<file path="src/hdl/ledimc_pkg.sv">
// Shared types, codes and constants for the LED indicator mode controller.
`default_nettype none
package ledimc_pkg;

    // LED count and widths that follow from the fixed field widths
    localparam int LED_COUNT = 5;
    localparam int LED_W     = 5;
    localparam int IDX_W     = 3;
    localparam int TIME_W    = 32;
    localparam int IVL_W     = 16;
    localparam int CODE_W    = 8;
    localparam int ADDR_W    = 5;
    localparam int DATA_W    = 32;

    // Reset values of the configuration registers
    localparam logic [IVL_W-1:0]  SLOW_BLINK_RST   = 16'd300;
    localparam logic [IVL_W-1:0]  FAST_STEP_RST    = 16'd250;
    localparam logic [IVL_W-1:0]  SELECT_WIN_RST   = 16'd3000;
    localparam logic [CODE_W-1:0] CODE_LEFT_RST    = 8'd71;
    localparam logic [CODE_W-1:0] CODE_TOGGLE_RST  = 8'd72;
    localparam logic [CODE_W-1:0] CODE_RIGHT_RST   = 8'd73;

    // Rider step after the last LED: one blank step, then restart
    localparam logic [IDX_W-1:0] RIDER_LAST  = IDX_W'(LED_COUNT + 1);
    localparam logic [IDX_W-1:0] RIDER_RST   = 3'd1;
    localparam logic [IDX_W-1:0] LED_TOP_IDX = IDX_W'(LED_COUNT - 1);
    localparam logic [LED_W-1:0] LED_ALL     = LED_W'((1 << LED_COUNT) - 1);

    // Input word kinds
    typedef enum logic [1:0] {
        KIND_TICK   = 2'd0,
        KIND_REMOTE = 2'd1,
        KIND_BUTTON = 2'd2,
        KIND_MODE   = 2'd3
    } kind_t;

    // LED modes
    typedef enum logic [2:0] {
        MODE_OFF      = 3'd0,
        MODE_ON       = 3'd1,
        MODE_BLINK    = 3'd2,
        MODE_RIDER    = 3'd3,
        MODE_STATEFUL = 3'd4
    } mode_t;

    // Configuration register indexes (byte address / 4)
    typedef enum logic [2:0] {
        REG_SLOW_BLINK  = 3'd0,
        REG_FAST_STEP   = 3'd1,
        REG_SELECT_WIN  = 3'd2,
        REG_CODE_LEFT   = 3'd3,
        REG_CODE_TOGGLE = 3'd4,
        REG_CODE_RIGHT  = 3'd5
    } reg_idx_t;

endpackage
`default_nettype wire

</file>
<file path="src/hdl/led_indicator_mode_controller.sv">
// LED indicator mode controller: input register, one-pass update, result register.
//
// Usage: each word on the s_ channel is one event: a 1 ms tick, a remote
// command code, a profile button press or a mode select. Every accepted word
// yields exactly one word on the m_ channel with the LED levels and the
// profile bits after that event.
// Flow: a word accepted into the input register is processed into the result
// register once that register is free, and is shown on m_valid from then on.
// Throughput: one word per cycle. The whole state update is a few 32-bit
// subtract-and-compare paths between the input register and the result
// register, so the pipeline advances every cycle the receiver takes words.
// Stall: when m_ready is low the result register holds; the input register
// still takes one more word, then s_ready drops until the result is taken.
// Reset (aresetn low, synchronous): the time count, stored times, selection,
// profile bits and LEDs clear, the rider step goes to one, the mode goes to
// all off and the configuration registers return to their defaults.
// Configuration: APB-style writes at byte address 4*index, pready always high;
// write only while no word is in flight.
`default_nettype none
module led_indicator_mode_controller (
    input  wire logic                            aclk,
    input  wire logic                            aresetn,
    // input channel
    input  wire logic                            s_valid,
    output logic                                 s_ready,
    input  wire logic [1:0]                      s_kind,
    input  wire logic [7:0]                      s_remote_code,
    input  wire logic [2:0]                      s_button_index,
    input  wire logic [2:0]                      s_new_mode,
    // result channel
    output logic                                 m_valid,
    input  wire logic                            m_ready,
    output logic [4:0]                           m_led_levels,
    output logic [4:0]                           m_profile_bits,
    // configuration port
    input  wire logic                            psel,
    input  wire logic                            penable,
    input  wire logic                            pwrite,
    input  wire logic [ledimc_pkg::ADDR_W-1:0]   paddr,
    input  wire logic [ledimc_pkg::DATA_W-1:0]   pwdata,
    output logic [ledimc_pkg::DATA_W-1:0]        prdata,
    output logic                                 pready
);

    // configuration registers
    logic [ledimc_pkg::IVL_W-1:0]  slow_blink_reg;
    logic [ledimc_pkg::IVL_W-1:0]  fast_step_reg;
    logic [ledimc_pkg::IVL_W-1:0]  select_win_reg;
    logic [ledimc_pkg::CODE_W-1:0] code_left_reg;
    logic [ledimc_pkg::CODE_W-1:0] code_toggle_reg;
    logic [ledimc_pkg::CODE_W-1:0] code_right_reg;
    ledimc_pkg::reg_idx_t          cfg_idx;
    logic                          cfg_write;

    // input register
    logic                          in_valid_reg;
    ledimc_pkg::kind_t             kind_reg;
    logic [7:0]                    code_reg;
    logic [2:0]                    button_reg;
    logic [2:0]                    new_mode_reg;

    // block state
    logic [ledimc_pkg::TIME_W-1:0] now_reg,        now_next;
    logic [ledimc_pkg::TIME_W-1:0] led_time_reg,   led_time_next;
    logic [ledimc_pkg::TIME_W-1:0] sel_time_reg,   sel_time_next;
    logic [ledimc_pkg::IDX_W-1:0]  rider_reg,      rider_next;
    logic [ledimc_pkg::IDX_W-1:0]  sel_idx_reg,    sel_idx_next;
    logic [ledimc_pkg::LED_W-1:0]  profile_reg,    profile_next;
    logic [ledimc_pkg::LED_W-1:0]  led_reg,        led_next;
    ledimc_pkg::mode_t             mode_reg,       mode_next;

    // result register
    logic                          out_valid_reg;
    logic [ledimc_pkg::LED_W-1:0]  out_led_reg;
    logic [ledimc_pkg::LED_W-1:0]  out_profile_reg;

    logic                          advance;
    logic [ledimc_pkg::TIME_W-1:0] led_age;
    logic [ledimc_pkg::TIME_W-1:0] sel_age;
    logic [ledimc_pkg::LED_W-1:0]  sel_bit;
    logic [ledimc_pkg::LED_W-1:0]  base_led;

    // Handshake: process the held word whenever the result register frees up
    assign advance = in_valid_reg && (!out_valid_reg || m_ready);
    assign s_ready = !in_valid_reg || advance;
    assign m_valid = out_valid_reg;
    assign m_led_levels   = out_led_reg;
    assign m_profile_bits = out_profile_reg;

    // Configuration port decode
    assign pready    = 1'b1;
    assign cfg_idx   = ledimc_pkg::reg_idx_t'(paddr[4:2]);
    assign cfg_write = psel && penable && pwrite;

    always_comb begin
        prdata = '0;
        case (cfg_idx)
            ledimc_pkg::REG_SLOW_BLINK:  prdata = ledimc_pkg::DATA_W'(slow_blink_reg);
            ledimc_pkg::REG_FAST_STEP:   prdata = ledimc_pkg::DATA_W'(fast_step_reg);
            ledimc_pkg::REG_SELECT_WIN:  prdata = ledimc_pkg::DATA_W'(select_win_reg);
            ledimc_pkg::REG_CODE_LEFT:   prdata = ledimc_pkg::DATA_W'(code_left_reg);
            ledimc_pkg::REG_CODE_TOGGLE: prdata = ledimc_pkg::DATA_W'(code_toggle_reg);
            ledimc_pkg::REG_CODE_RIGHT:  prdata = ledimc_pkg::DATA_W'(code_right_reg);
            default:                     prdata = '0;
        endcase
    end

    // Write configuration registers; unlisted indexes drop the write
    always_ff @(posedge aclk) begin
        if (!aresetn) begin
            slow_blink_reg  <= ledimc_pkg::SLOW_BLINK_RST;
            fast_step_reg   <= ledimc_pkg::FAST_STEP_RST;
            select_win_reg  <= ledimc_pkg::SELECT_WIN_RST;
            code_left_reg   <= ledimc_pkg::CODE_LEFT_RST;
            code_toggle_reg <= ledimc_pkg::CODE_TOGGLE_RST;
            code_right_reg  <= ledimc_pkg::CODE_RIGHT_RST;
        end else if (cfg_write) begin
            case (cfg_idx)
                ledimc_pkg::REG_SLOW_BLINK:  slow_blink_reg  <= pwdata[15:0];
                ledimc_pkg::REG_FAST_STEP:   fast_step_reg   <= pwdata[15:0];
                ledimc_pkg::REG_SELECT_WIN:  select_win_reg  <= pwdata[15:0];
                ledimc_pkg::REG_CODE_LEFT:   code_left_reg   <= pwdata[7:0];
                ledimc_pkg::REG_CODE_TOGGLE: code_toggle_reg <= pwdata[7:0];
                ledimc_pkg::REG_CODE_RIGHT:  code_right_reg  <= pwdata[7:0];
                default: ;
            endcase
        end
    end

    // Capture the incoming word
    always_ff @(posedge aclk) begin
        if (!aresetn) begin
            in_valid_reg <= 1'b0;
        end else if (s_ready) begin
            in_valid_reg <= s_valid;
        end
    end

    always_ff @(posedge aclk) begin
        if (s_valid && s_ready) begin
            kind_reg     <= ledimc_pkg::kind_t'(s_kind);
            code_reg     <= s_remote_code;
            button_reg   <= s_button_index;
            new_mode_reg <= s_new_mode;
        end
    end

    // Apply the event, then run the LED update at the new time
    always_comb begin
        now_next      = now_reg;
        led_time_next = led_time_reg;
        sel_time_next = sel_time_reg;
        rider_next    = rider_reg;
        sel_idx_next  = sel_idx_reg;
        profile_next  = profile_reg;
        led_next      = led_reg;
        mode_next     = mode_reg;

        // event
        case (kind_reg)
            ledimc_pkg::KIND_TICK: begin
                now_next = now_reg + 1'b1;
            end
            ledimc_pkg::KIND_REMOTE: begin
                // left wins over toggle, toggle over right
                if (code_reg == code_left_reg) begin
                    sel_idx_next  = (sel_idx_reg == '0) ? ledimc_pkg::LED_TOP_IDX
                                                        : sel_idx_reg - 1'b1;
                    sel_time_next = now_reg;
                end else if (code_reg == code_toggle_reg) begin
                    profile_next  = profile_reg ^ (ledimc_pkg::LED_W'(1) << sel_idx_reg);
                    sel_time_next = '0;
                end else if (code_reg == code_right_reg) begin
                    sel_idx_next  = (sel_idx_reg >= ledimc_pkg::LED_TOP_IDX) ? '0
                                                        : sel_idx_reg + 1'b1;
                    sel_time_next = now_reg;
                end
            end
            ledimc_pkg::KIND_BUTTON: begin
                if (button_reg < ledimc_pkg::IDX_W'(ledimc_pkg::LED_COUNT)) begin
                    profile_next = profile_reg ^ (ledimc_pkg::LED_W'(1) << button_reg);
                end
            end
            ledimc_pkg::KIND_MODE: begin
                if (new_mode_reg <= ledimc_pkg::MODE_STATEFUL) begin
                    mode_next = ledimc_pkg::mode_t'(new_mode_reg);
                end
            end
            default: ;
        endcase

        // LED update
        led_age  = now_next - led_time_next;
        sel_age  = now_next - sel_time_next;
        sel_bit  = ledimc_pkg::LED_W'(1) << sel_idx_next;
        base_led = (led_reg & sel_bit) | (profile_next & ~sel_bit);

        case (mode_next)
            ledimc_pkg::MODE_OFF: begin
                led_next = '0;
            end
            ledimc_pkg::MODE_ON: begin
                led_next = ledimc_pkg::LED_ALL;
            end
            ledimc_pkg::MODE_BLINK: begin
                if (led_age > ledimc_pkg::TIME_W'(slow_blink_reg)) begin
                    led_time_next = now_next;
                    led_next      = ~led_reg & ledimc_pkg::LED_ALL;
                end
            end
            ledimc_pkg::MODE_RIDER: begin
                if (led_age > ledimc_pkg::TIME_W'(fast_step_reg)) begin
                    led_time_next = now_next;
                    if (rider_reg < ledimc_pkg::IDX_W'(ledimc_pkg::LED_COUNT)) begin
                        led_next = led_reg | (ledimc_pkg::LED_W'(1) << rider_reg);
                    end
                    rider_next = rider_reg + 1'b1;
                    // blank step done: restart from the first LED
                    if (rider_next == ledimc_pkg::RIDER_LAST) begin
                        rider_next = '0;
                        led_next   = '0;
                    end
                end
            end
            ledimc_pkg::MODE_STATEFUL: begin
                led_next = base_led;
                if (sel_age < ledimc_pkg::TIME_W'(select_win_reg)) begin
                    // blink the selected LED inside the window
                    if (led_age > ledimc_pkg::TIME_W'(fast_step_reg)) begin
                        led_time_next = now_next;
                        led_next      = base_led ^ sel_bit;
                    end
                end else begin
                    led_next = (base_led & ~sel_bit) | (profile_next & sel_bit);
                end
            end
            default: ;
        endcase
    end

    // Commit state when the word is processed
    always_ff @(posedge aclk) begin
        if (!aresetn) begin
            now_reg      <= '0;
            led_time_reg <= '0;
            sel_time_reg <= '0;
            rider_reg    <= ledimc_pkg::RIDER_RST;
            sel_idx_reg  <= '0;
            profile_reg  <= '0;
            led_reg      <= '0;
            mode_reg     <= ledimc_pkg::MODE_OFF;
        end else if (advance) begin
            now_reg      <= now_next;
            led_time_reg <= led_time_next;
            sel_time_reg <= sel_time_next;
            rider_reg    <= rider_next;
            sel_idx_reg  <= sel_idx_next;
            profile_reg  <= profile_next;
            led_reg      <= led_next;
            mode_reg     <= mode_next;
        end
    end

    // Result register: load on advance, drop when taken
    always_ff @(posedge aclk) begin
        if (!aresetn) begin
            out_valid_reg <= 1'b0;
        end else if (advance) begin
            out_valid_reg <= 1'b1;
        end else if (m_ready) begin
            out_valid_reg <= 1'b0;
        end
    end

    always_ff @(posedge aclk) begin
        if (advance) begin
            out_led_reg     <= led_next;
            out_profile_reg <= profile_next;
        end
    end

endmodule
`default_nettype wire
</file>
<file path="config.mk">
export PLATFORM = sky130hd
export DESIGN_NAME = led_indicator_mode_controller
export DESIGN_NICKNAME = d
export VERILOG_FILES = /design/src/hdl/ledimc_pkg.sv /design/src/hdl/led_indicator_mode_controller.sv
export SDC_FILE = /design/constraint.sdc
export NUM_CORES = 1
export LEC_CHECK = 0
export ABC_AREA = 1
export BUFFER_PORTS_ARGS = -buffer_cell sky130_fd_sc_hd__buf_2
export CORE_ASPECT_RATIO = 0.9
export CORE_MARGIN = 2
export CORE_UTILIZATION = 54
export CTS_CLUSTER_SIZE = 12
export DETAILED_ROUTE_END_ITERATION = 8
export PLACE_DENSITY = 0.8
export SLEW_MARGIN = 20
export SYNTH_ARGS = -nofsm -noshare
export SYNTH_HDL_FRONTEND = slang
export SYNTH_SLANG_ARGS = --single-unit
</file>
<file path="constraint.sdc">
create_clock -name aclk -period 9.87 [get_ports aclk]
set_clock_uncertainty 0.15 [all_clocks]
set_input_delay 1.974 -clock aclk [delete_from_list [all_inputs] [get_ports aclk]]
set_output_delay 1.974 -clock aclk [all_outputs]
set_load 0.005 [all_outputs]
</file>
Word-level counts from Yosys, hierarchy flattened:

Cells that the tools add are included.

* shift-type cells: 4
* $add $sub $neg: 6
* equality and inequality tests: 18
* magnitude comparators: 7
* muxes and demuxes: 32
* reductions and logical operators: 22
* bitwise gates (word level): 12

Operators with widths (count)
* $mux W32: 8
* $pmux W16 S6: 1
* $pmux W32 S3: 1
* $gt A32 B16 Y1: 2
* $sub A32 B32 Y32: 2
* $mux W5: 9
* $add A32 B1 Y32 const B: 1
* $lt A32 B16 Y1: 1
* $mux W3: 9
* $pmux W5 S5: 1
* $eq A8 B8 Y1: 3
* $and A5 B5 Y5: 4
* $shl A1 B3 Y5 const A: 4
* $or A5 B5 Y5: 3
* $xor A5 B5 Y5: 3
* $eq A3 B2 Y1 const B: 4
* $eq A3 B3 Y1 const B: 4
* $reduce_and A2 Y1: 6
* $not A5 Y5: 2
* $pmux W5 S2: 1
* $logic_not A3 Y1: 3
* $add A3 B1 Y3 const B: 2
* $eq A3 B1 Y1 const B: 2
* $lt A3 B3 Y1 const B: 2
* 15 further kinds: 23

* flip-flop bits (word level): 215
* bits of input ports: 60
* output and inout port bits: 45
* logic and storage cells: 123

Depth between registers and ports, before layout:

* depth in word-level cells: 14
* gate-level depth with buffers: 40

Worst setup path before layout:

Ideal clock, no wire load.

* path type: flip-flop to flip-flop
* start: reg code_reg[3]
* end: reg led_time_reg[16] in the netlist's numbering
* data arrival time: 5.221 ns
* stages on the path, launching flop included: 37
* setup slack: 4.385 ns
* setup time: 0.113 ns
* path through: edfxtp_1 xnor2_1 nand2_1 nor2_1 nand2_1 inv_2 nand2_2 nand2_1 clkbuf_1 clkbuf_1 a21oi_1 nor2_1 a21oi_1 ha_1 nand2_1 nor2_1 a211oi_1 o21ai_0 a21oi_1 o21ai_0 nand3_1 nand2_1 nand2_1 nand2_2 xor2_1 ha_1 nand2_1 inv_1 o21ai_0 nand2_1 a41oi_1 nand3_4 nand2_2 nand4_4 buf_2 o21ai_1 nor2_1

* longest elaborated chain between the ends: 9
* elaborated cells between the ends (all ways): 11
* those cells by class: add/sub: 1; order compare: 1; eq/ne: 4; mux: 4; reduce/logical: 1

Ends and longest elaborated chain
* from (decl): RTL line led_indicator_mode_controller.sv:58 `logic [7:0] code_reg;`
* from (signal assigned): RTL line led_indicator_mode_controller.sv:142 `code_reg <= s_remote_code;`
* $eq A8 B8 Y1: RTL line led_indicator_mode_controller.sv:173 `end else if (code_reg == code_right_reg) begin`
* $mux W32: RTL line led_indicator_mode_controller.sv:173
* $mux W32: RTL line led_indicator_mode_controller.sv:170 `end else if (code_reg == code_toggle_reg) begin`
* $mux W32 (*): RTL line led_indicator_mode_controller.sv:166 `if (code_reg == code_left_reg) begin`
* $mux W32 (*): RTL line led_indicator_mode_controller.sv:160 `case (kind_reg)`
* $sub A32 B32 Y32 (*): RTL line led_indicator_mode_controller.sv:194 `sel_age = now_next - sel_time_next;`
* $lt A32 B16 Y1 (*): RTL line led_indicator_mode_controller.sv:227 `if (sel_age < ledimc_pkg::TIME_W'(select_win_reg)) begin`
* $ne A2 B2 Y1 (no line) (*)
* $reduce_and A4 Y1 (no line) (*)
* to (signal assigned): RTL line led_indicator_mode_controller.sv:254 `led_time_reg <= led_time_next;`
* to (decl): RTL line led_indicator_mode_controller.sv:64 `logic [ledimc_pkg::TIME_W-1:0] led_time_reg, led_time_next;`

Every way passes the cells marked *; elsewhere a longest branch is shown, timed or not.
A chain may end at the register's enable or synchronous reset.

Worst setup path in the final report:

* start: reg kind_reg[0]
* end: reg led_time_reg[20] in the netlist's numbering

* longest elaborated chain between the ends: 7
* elaborated cells between the ends (all ways): 22
* those cells by class: add/sub: 2; order compare: 3; eq/ne: 7; mux: 7; reduce/logical: 3

Ends and longest elaborated chain
* from (decl): RTL line led_indicator_mode_controller.sv:57 `ledimc_pkg::kind_t kind_reg;`
* from (signal assigned): RTL line led_indicator_mode_controller.sv:141 `kind_reg <= ledimc_pkg::kind_t'(s_kind);`
* $logic_not A2 Y1: RTL line led_indicator_mode_controller.sv:160
* $mux W32: RTL line led_indicator_mode_controller.sv:160
* $sub A32 B32 Y32: RTL line led_indicator_mode_controller.sv:193 `led_age = now_next - led_time_next;`
* $gt A32 B16 Y1: RTL line led_indicator_mode_controller.sv:212, led_indicator_mode_controller.sv:229
* $mux W32: RTL line led_indicator_mode_controller.sv:212, led_indicator_mode_controller.sv:229
* $mux W32: RTL line led_indicator_mode_controller.sv:227
* $pmux W32 S3: RTL line led_indicator_mode_controller.sv:198 `case (mode_next)`

Parallel ways exist; a longest one is shown, timed or not. The select of a mux whose other input is x is not followed.

==> results.cfg <==
[global_route]
grt_usage_pct = 28.9
grt_pass1_wl_um = 75400
grt-ovfl-total = 0
antenna_found_initial = 0
grt_max_degree = 84
grt_pass1_vias = 15000

[sta]
rsz0062_at_grt = false
setup-tns-final_ns = 0
setup_ws_ns = 2.13
maxSlewHeadroom_pct = 26.1
drv_slew = 0
finalCritPeriodShare_pct = 78.5
tightestPinTransition_ns = 1.10
max_freq_ghz = 0.129
finalHoldViolCount = 0
setup_viol_count_final = 0
fin_crit_ns = 7.74

[pwr]
internal-power_mw = 1.85
p_seq_share_pct = 32.7
p_switching_mw = 1.10
vdd_drop_max_mv = 0.122
power.density_nw_per_um2 = 167
total_power_mw = 2.95
switching_share_pct = 37.2
total_leakage_power_nw = 8.65
combPwrFrac_pct = 35.1
pwr-share-clk_pct = 32.2

[layout]
final_cell_mix = nand2_1, inv_1, a21oi_1
final_common_cell = nand2_1
drive_gt1_share_pct = 7.02
nets = 2686
fillers = 2779
area_growth_pct = 8.51
n_antenna_cell = 0

[clocking]
clock_latency_ns = 0.53
cts_sinks = 215
cts_setup_buffers = 0
numCtsBuffers = 25
cts_max_level = 1
cts_resized = 0
cts_tree = built
root_buffer = clkbuf_16
ctsHoldBuffers = 0
cts_buffer_depth = 3
path_clk_slew_ns = 0.06

[synthesis]
synth_xor_area_share_pct = 4.29
yosysWarnings = 0
synth_compound_area_share_pct = 20.4
syn_avg_cell_area_um2 = 6.59
ys_seq_area_share_pct = 28.0
synth-simple-area-share_pct = 26.5
synth-adder-area-share_pct = 9.62
synth_seq_cells = 215
synth.distinct_cells = 62
synth_top_family_by_area = simple AND/OR/NAND/NOR gates
synth_cells = 2473
synth.area.mux_share_pct = 0.0691
syn_area_um2 = 16300
async_reset_ff_share_pct = 0
synth_edf_count = 26
synth_flop_cell = dfxtp_1

[worst_hold_path]
min_to = select_win_reg[14]
hp-class = flip-flop to flip-flop
min_from = select_win_reg[14]
whs_path_depth = 2

[setup_path]
max_stage_delay_ns = 0.68
crit_top_cell = nand2_1
crit_family = simple AND/OR/NAND/NOR gates
crit_fanout = 64
r2r-end = led_time_reg[20]
path_class = flip-flop to flip-flop
end_kind = flip-flop
cp-start-kind = flip-flop
path_buf_inv = 5
reg2reg_depth = 28
critical_path_arrival_ns = 8.01
worst_ep_required_time_ns = 10.14
reg2reg_from = kind_reg[0]
r2r_setup_slack_ns = 2.13
critPathSlowestCell = nor3_2

[die]
die-area_um2 = 31600
die_w_um = 187
start_util_pct = 54.6
die_y_um = 169
design.core.area_um2 = 29800
io_pins = 105
rows = 60

[drt]
drc = 0
drt_iter0_drc = 1548
drt_wl_total_um = 46700
first_pass_iters = 6
post_drt_wl_per_cell_um = 16.0
viasPerCell = 5.63
ant_nets = 0
vias = 16500

[placement]
dp_slack_ns = 2.26
portBuffers = 69
dp_hpwl_um = 35200
gp_congestion = 0.931

[outcome]
status = finished clean

[flow_run]
drv_cap = 0
-- final cells by class --
class                           count  area [um^2]  share of cell area [%]
Tap cell                          403          504                    2.85
Timing Repair Buffer               78          415                    2.35
Sequential cell                   215         4560                    25.8
Clock buffer                       38          768                    4.35
Multi-Input combinational cell   1818         9980                    56.5
Inverter                          364         1370                    7.74
Clock inverter                      7         70.1                   0.396
-- power by group through the flow --
stage | sequential, mW | combinational [mW] | clock (mW)
final | 0.964 | 1.04 | 0.951
after detailed placement | 0.981 | 1.01 | 0
after global routing | 0.968 | 1.17 | 0.993
after floorplan | 0.973 | 0.763 | 0
after global placement | 0.980 | 0.979 | 0
after CTS | 0.963 | 1.02 | 0.959
-- per-stage QoR --
step,instance area [um^2],util (%),instances,hold WS (ns)
4_1_cts,17700,59.3,2923,0.342
6_report,17700,59.3,2923,0.345
5_1_grt,17700,59.3,2923,0.352
2_1_floorplan,16300,-,2488,0.300
3_3_place_gp,16800,56.5,2878,0.322
3_5_place_dp,16800,56.5,2878,0.333
-- worst max path at each step --
stage	from	endpoint	slack (ns)	depth (start not counted)
6_report	kind_reg[0]	led_time_reg[20]	2.13	28
5_1_grt	kind_reg[0]	led_time_reg[27]	1.50	29
4_1_cts	kind_reg[0]	led_time_reg[5]	2.24	28
3_5_place_dp	kind_reg[0]	led_time_reg[5]	2.26	28
3_3_place_gp	kind_reg[0]	led_time_reg[20]	2.42	28
2_1_floorplan	code_reg[3]	led_time_reg[16]	4.39	36
-- cell families (layout without fill, tap and decap cells) --
group,Yosys count,count (layout)
compound gates,587,587
fa+ha+maj,124,124
xor+xnor,79,79
mux,1,1
other cells,2,17
simple gates,1010,1010
buf+inv,455,487
flops,215,215
-- metal layers --
layer	track usage [%]	part of all wire, %	vias up
li1	-	-	8205
met1	39.9	45	7543
met2	47.3	44	643
met3	4.54	8.0	74
met4	7.25	2.5	0
met5	0	0	-
-- worst register-to-register path, delay by kind of cell, from the launching register on --
kind | cells | cell delay, ns
AND/OR/NAND/NOR | 16 | 3.62
AO/OA/AOI/OAI | 4 | 1.28
adder cells (fa/ha/maj) | 2 | 0.96
buffers and inverters | 5 | 0.68
XOR/XNOR | 1 | 0.50
flip-flops | 1 | 0.43
-- synthesized netlist by cell type, types with 31 or more instances --
library cell	count	area, um^2
xor2_1	54	473
clkbuf_1	54	203
a21oi_1	246	1230
ha_1	122	1530
nand4_1	31	194
nand2_1	548	2060
o211ai_1	51	383
nand3_1	85	425
dfxtp_1	189	3780
nor3_1	39	195
inv_1	351	1320
nor2_1	239	897
o21ai_0	178	891
Note: power is estimated with default switching activity, not from simulation.
